## src/sv/pending_pair_table_core_defines.svh

```systemverilog
// ----------------------------------------------------------------------------
// Assertion macros for the pending pair table core
// Clocked on i_clk, disabled while i_rst_n is low.
// ----------------------------------------------------------------------------
`ifndef PENDING_PAIR_TABLE_CORE_DEFINES_SVH
`define PENDING_PAIR_TABLE_CORE_DEFINES_SVH

// condition holds at every edge
`define PPT_ASSERT(lbl, cond, msg) \
    lbl: assert property (@(posedge i_clk) disable iff (!i_rst_n) (cond)) else $error(msg);

// trigger at one edge implies consequence at the next
`define PPT_ASSERT_NEXT(lbl, trig, cons, msg) \
    lbl: assert property (@(posedge i_clk) disable iff (!i_rst_n) (trig) |=> (cons)) \
        else $error(msg);

`endif

```

## src/sv/ppt_pkg.sv

```systemverilog
// ----------------------------------------------------------------------------
// ppt_pkg
// Types and constants shared by the pending pair table core.
// ----------------------------------------------------------------------------
`timescale 1ns / 1ps

package ppt_pkg;

    localparam int ENTRIES = 64;
    localparam int IDX_W   = $clog2(ENTRIES);
    localparam int CNT_W   = $clog2(ENTRIES + 1);
    localparam int ID_W    = 32;
    localparam int STAMP_W = 32;
    localparam int FILL_W  = 7;

    localparam logic [STAMP_W-1:0] STAMP_MAX = 32'hFFFF_FFFF;

    typedef enum logic {
        FUNC_RECORD = 1'b0,
        FUNC_CLAIM  = 1'b1
    } t_func;

    typedef enum logic [2:0] {
        OP_NONE,
        OP_CMP,
        OP_REFRESH,
        OP_APPEND,
        OP_REMOVE,
        OP_REPLACE
    } t_cell_op;

    typedef enum logic [2:0] {
        ST_IDLE,
        ST_CMP,
        ST_APPLY,
        ST_SEED,
        ST_SCAN,
        ST_REPLACE
    } t_state;

    typedef struct packed {
        logic [ID_W-1:0]    src;
        logic [ID_W-1:0]    dst;
        logic [STAMP_W-1:0] stamp;
    } t_entry;

    // broadcast to every cell
    typedef struct packed {
        t_cell_op          op;
        t_entry            req;
        logic [CNT_W-1:0]  count;
        logic [IDX_W-1:0]  tgt;
    } t_cell_ctrl;

    // running minimum walking along the row
    typedef struct packed {
        logic               vld;
        logic [STAMP_W-1:0] stamp;
        logic [IDX_W-1:0]   idx;
    } t_token;

endpackage

```

## src/sv/ppt_cell.sv

```systemverilog
// ----------------------------------------------------------------------------
// ppt_cell
// One table slot: holds an entry, compares it, shifts from its upper
// neighbour and passes the minimum-stamp token downstream.
// ----------------------------------------------------------------------------
`timescale 1ns / 1ps

module ppt_cell (
    input  logic                      i_clk,
    input  logic                      i_rst_n,
    input  ppt_pkg::t_cell_ctrl       i_ctrl,
    input  logic [ppt_pkg::IDX_W-1:0] i_idx,
    input  ppt_pkg::t_entry           i_next,
    output ppt_pkg::t_entry           o_ent,
    input  logic                      i_seen,
    output logic                      o_seen,
    input  ppt_pkg::t_token           i_tok,
    output ppt_pkg::t_token           o_tok
);
    import ppt_pkg::*;

    t_entry             r_ent;
    logic               r_match;
    logic               r_tok_vld;
    logic [STAMP_W-1:0] r_tok_stamp;
    logic [IDX_W-1:0]   r_tok_idx;

    logic w_live;
    logic w_first;
    logic w_at_count;

    assign w_live     = CNT_W'(i_idx) < i_ctrl.count;
    assign w_at_count = CNT_W'(i_idx) == i_ctrl.count;
    assign w_first    = r_match & ~i_seen;
    assign o_seen     = i_seen | r_match;
    assign o_ent      = r_ent;
    assign o_tok      = '{vld: r_tok_vld, stamp: r_tok_stamp, idx: r_tok_idx};

    always_ff @(posedge i_clk) begin
        case (i_ctrl.op)
            OP_REFRESH: begin
                if (w_first) r_ent.stamp <= i_ctrl.req.stamp;
            end
            OP_APPEND: begin
                if (w_at_count) r_ent <= i_ctrl.req;
            end
            OP_REMOVE: begin
                // first match and everything above it move down one place
                if (o_seen) r_ent <= i_next;
            end
            OP_REPLACE: begin
                if (i_idx == i_ctrl.tgt) r_ent <= i_ctrl.req;
            end
            default: begin
            end
        endcase
    end

    always_ff @(posedge i_clk) begin
        if (i_ctrl.op == OP_CMP) begin
            r_match <= w_live && (r_ent.src == i_ctrl.req.src)
                              && (r_ent.dst == i_ctrl.req.dst);
        end
    end

    always_ff @(posedge i_clk) begin
        if (!i_rst_n) begin
            r_tok_vld <= 1'b0;
        end else begin
            r_tok_vld <= i_tok.vld;
        end
    end

    // strict less keeps the lower index on a tie
    always_ff @(posedge i_clk) begin
        if (i_tok.vld) begin
            if (r_ent.stamp < i_tok.stamp) begin
                r_tok_stamp <= r_ent.stamp;
                r_tok_idx   <= i_idx;
            end else begin
                r_tok_stamp <= i_tok.stamp;
                r_tok_idx   <= i_tok.idx;
            end
        end
    end

endmodule

```

## config.mk

```make
export PLATFORM = sky130hd
export DESIGN_NAME = ppt_cell
export DESIGN_NICKNAME = d
export VERILOG_FILES = /design/src/sv/pending_pair_table_core_defines.svh /design/src/sv/ppt_pkg.sv /design/src/sv/ppt_cell.sv
export SDC_FILE = /design/constraint.sdc
export NUM_CORES = 1
export LEC_CHECK = 0
export BUFFER_PORTS_ARGS = -buffer_cell sky130_fd_sc_hd__buf_2
export CORE_AREA = 2 2 153 155
export DETAILED_ROUTE_END_ITERATION = 16
export DIE_AREA = 0 0 155 157
export GPL_ROUTABILITY_DRIVEN = 1
export HOLD_SLACK_MARGIN = 0.05
export PLACE_DENSITY = 0.72
export SETUP_SLACK_MARGIN = 0.3
export SLEW_MARGIN = 20
export SYNTH_ARGS = -nofsm -noshare
export SYNTH_HDL_FRONTEND = slang
export SYNTH_SLANG_ARGS = --single-unit
```

## constraint.sdc

```tcl
create_clock -name i_clk -period 8.3 [get_ports i_clk]
set_clock_uncertainty 0.2 [all_clocks]
set_input_delay 1.245 -clock i_clk [delete_from_list [all_inputs] [get_ports i_clk]]
set_output_delay 1.245 -clock i_clk [all_outputs]
set_load 0.01 [all_outputs]
```

==> metrics.md <==
| Metric | Value |
|---|---|
| Die area | `~0.024 mm²` |
| Non-filler cells, final | `1244` |
| H-Tree Depth | `4` |
| Clock-pin slew on the worst setup and hold paths | `0.07 ns` |
| Critical path's slowest cell | `nor3_4` |
| GRT Total Usage | `18.3%` |
| Top FF cell, synth | `edfxtp_1` |
| Critical-path cell list | `buf_2 > inv_1 > ha_1 > a21o_1 > a221o_1 > a221o_1 > nor3_4 > buf_4 > mux2_2` |
| Clock Latency Late Sink | `0.41 ns` |
| Pre-antenna DRT Iters | `6` |
| Worst stage delay on the critical path | `0.65 ns` |
| Post-CTS Setup Bufs | `0` |
| GRT met2 Usage | `33.0%` |
| Crit-path leading delay family | `compound AO/OA/AOI/OAI gates` |
| FMAX | `~0.24 GHz` |
| Drt initial violations | `218` |
| Post-Route WL | `22600 µm` |
| Final Net Count | `1240` |
| Final WS setup | `4.19 ns` |
| Worst min path class | `flip-flop to flip-flop` |
| First-pass GRT wire length | `33600 µm` |
| Share of cells above drive strength 1 | `a little under three fifths` |
| Post-synthesis cell count | `548` |
| Vias in the first global route | `6145` |
| Top Usage Layer GRT | `met2` |
| M3 GR Usage | `5.56%` |
| I/O Buffers | `between 300 and 400` |
| Cell Pwr Density | `190 mW/mm²` |
| Initial antenna violation count | `0` |
| Gpl congestion | `0.858` |
| Die Span X | `approximately 160 µm` |
| Max Cap Viol | `0` |
| Syn. warnings | `0` |
| Most frequent cells in the layout | `buf_2, edfxtp_1, mux2_2` |
| CP startpoint kind | `input pin` |
| Cts bufs inserted | `17` |
| Commonest non-fill, non-tap cell in the layout | `buf_2` |
| Crit path buf inv count | `3` |
| Clk buf depth | `2` |
| # clock sinks | `approximately 140` |
| Residual DRC count | `0` |
| Worst VDD drop | `0.000114 V` |
| Leak | `4.60 nW` |
| Final ANT Viol Nets | `0` |
| Post-CTS Resized | `0` |
| Site row count | `55` |
| Inserted Diodes | `0` |
| CTS tree | `done` |
| Status | `finished clean` |
| Most used cell, CP | `a221o_1` |
| Die Span Y | `157 µm` |
| Final HPWL DP | `18000 µm` |
| Total negative slack | `0 ns` |
| Setup Viol. Count Final | `0` |
| Crit end category | `flip-flop` |
| Avg Synthesized Cell Area | `13.6 µm²` |
| Place WS | `3.77 ns` |
| Async S/R FF share, synth | `0%` |
| Count of final hold-check violations | `0` |
| Period utilization | `49.5%` |
| Crit Path Category | `input pin to flip-flop` |
| # IOs | `392` |
| Wire length per cell | `18.2 µm` |
| Grt total ovfl | `0` |
| Clk root buf | `clkbuf_16` |
| Library cells used by synthesis | `43` |
| Max FO, Critical Path | `23` |
| RSZ-0062 raised after global routing | `false` |
| Starting density of the core | `33.2%` |
| Max-slew violation total from the final report | `0` |
| Post-synthesis net count | `~840` |
| Dpl cells | `1213` |
| Slew @ Worst Pin | `0.980 ns` |
| Hold_ws | `0.411 ns` |
| Largest net degree at the start of global routing | `61` |
| Synth-to-Final Area Change | `38.7%` |
| Cts hold-fix bufs | `0` |
| Final min period | `4.11 ns` |
| Post-synth EDFFs | `135` |
| Seq cells post-synth | `136` |
| Via count | `5897` |
| Register area share after synthesis | `54.5%` |
| Crit path required time | `8.25 ns` |
| Critical path arrival | `4.06 ns` |
| Cell area after synthesis | `0.00747 mm²` |
| Core footprint | `about 0.023 mm²` |
| Met1 usage | `between 20% and 30%` |
| Relative slew slack | `34.7%` |
| Vias per cell | `4.74` |
## area by class of cell
class,count,area [µm²]
tap,285,357
fill,2085,12100
clock buffer,17,425
sequential,136,4070
timing repair buffer,396,1990
inverter,57,214
multi-input combinational,339,3130
clock inverter,14,171
## cell usage after synthesis (3+ instances only)
master     instances  area share (%)
nand2_1           16            0.80
a21o_1             3            0.30
o2bb2ai_1          5            0.59
mux2_2           107              16
o22ai_1            4            0.33
xor2_1            31             3.6
a221o_1            3            0.40
ha_1              37             6.2
buf_2              7            0.47
clkbuf_1           4            0.20
xnor2_1           23             2.7
a22oi_1            3            0.30
a21oi_1           15             1.0
o21ai_0           10            0.67
nor2_1             9            0.45
edfxtp_1         135              54
inv_1             57             2.9
nand4_1           12             1.0
mux2_1            20             3.0
nand3_1            4            0.27
nor3_1             3            0.20
nor4_1            10            0.84
## logic make-up (layout without fill, tap and decap cells)
logic type      after synthesis  after routing  share of synthesized area [%]
flops                       136            136                           54.5
fa+ha+maj                    37             37                           6.19
compound gates               55             55                           4.97
xor+xnor                     54             54                           6.33
buf+inv                      73            484                           4.08
mux                         127            127                           19.1
simple gates                 66             66                           4.77
## path summary, 6_finish.rpt
check                 start         endpoint  slack (ns)  depth (start not counted)
hold reg to reg   o_ent[11]  r_tok_stamp[11]        0.41                          1
setup reg to reg  o_ent[25]     r_tok_idx[5]        4.67                          7
setup / recovery  i_tok[31]     r_tok_idx[5]        4.19                          9
hold / removal    o_ent[11]  r_tok_stamp[11]        0.41                          1
## per-stage QoR
| step | power, mW | area (µm²) | utilization [%] |
|---|---|---|---|
| global placement | 1.20 | 9770 | 43.4 |
| floorplan | 1.04 | 7470 | - |
| CTS | 2.00 | 10400 | 46.1 |
| finish | 1.97 | 10400 | 46.1 |
| global route | 2.06 | 10400 | 46.1 |
| detailed placement | 1.21 | 9770 | 43.4 |
## flip-flops by register name, summed over array words and instances, names as in the netlist
signal and cells:
r_tok_idx 6, r_match 1, o_ent 96, r_tok_stamp 32
r_tok_vld 1
## power by group
part | internal, mW | switching (mW) | leakage, nW
Sequential | 0.824 | 0.0284 | 1.29
Clock | 0.474 | 0.312 | 0.286
Combinational | 0.165 | 0.170 | 3.02
Total | 1.46 | 0.510 | 4.60
## routing by layer
layer | wire, µm | share of wire, % | vias up
met5 | 0 | 0 | -
met2 | 11600 | 51 | 284
li1 | - | - | 2858
met1 | 8800 | 39 | 2727
met3 | 1810 | 8.0 | 28
met4 | 434 | 1.9 | 0
## worst reg2reg max path, stage by stage (launching register included)
cell and delay (ns):
edfxtp_1 0.43, ha_1 0.35, a21o_1 0.17, a221o_1 0.32, a221o_1 0.40, nor3_4 0.65
buf_4 0.46, mux2_2 0.40
(Power assumes the default switching activity.)
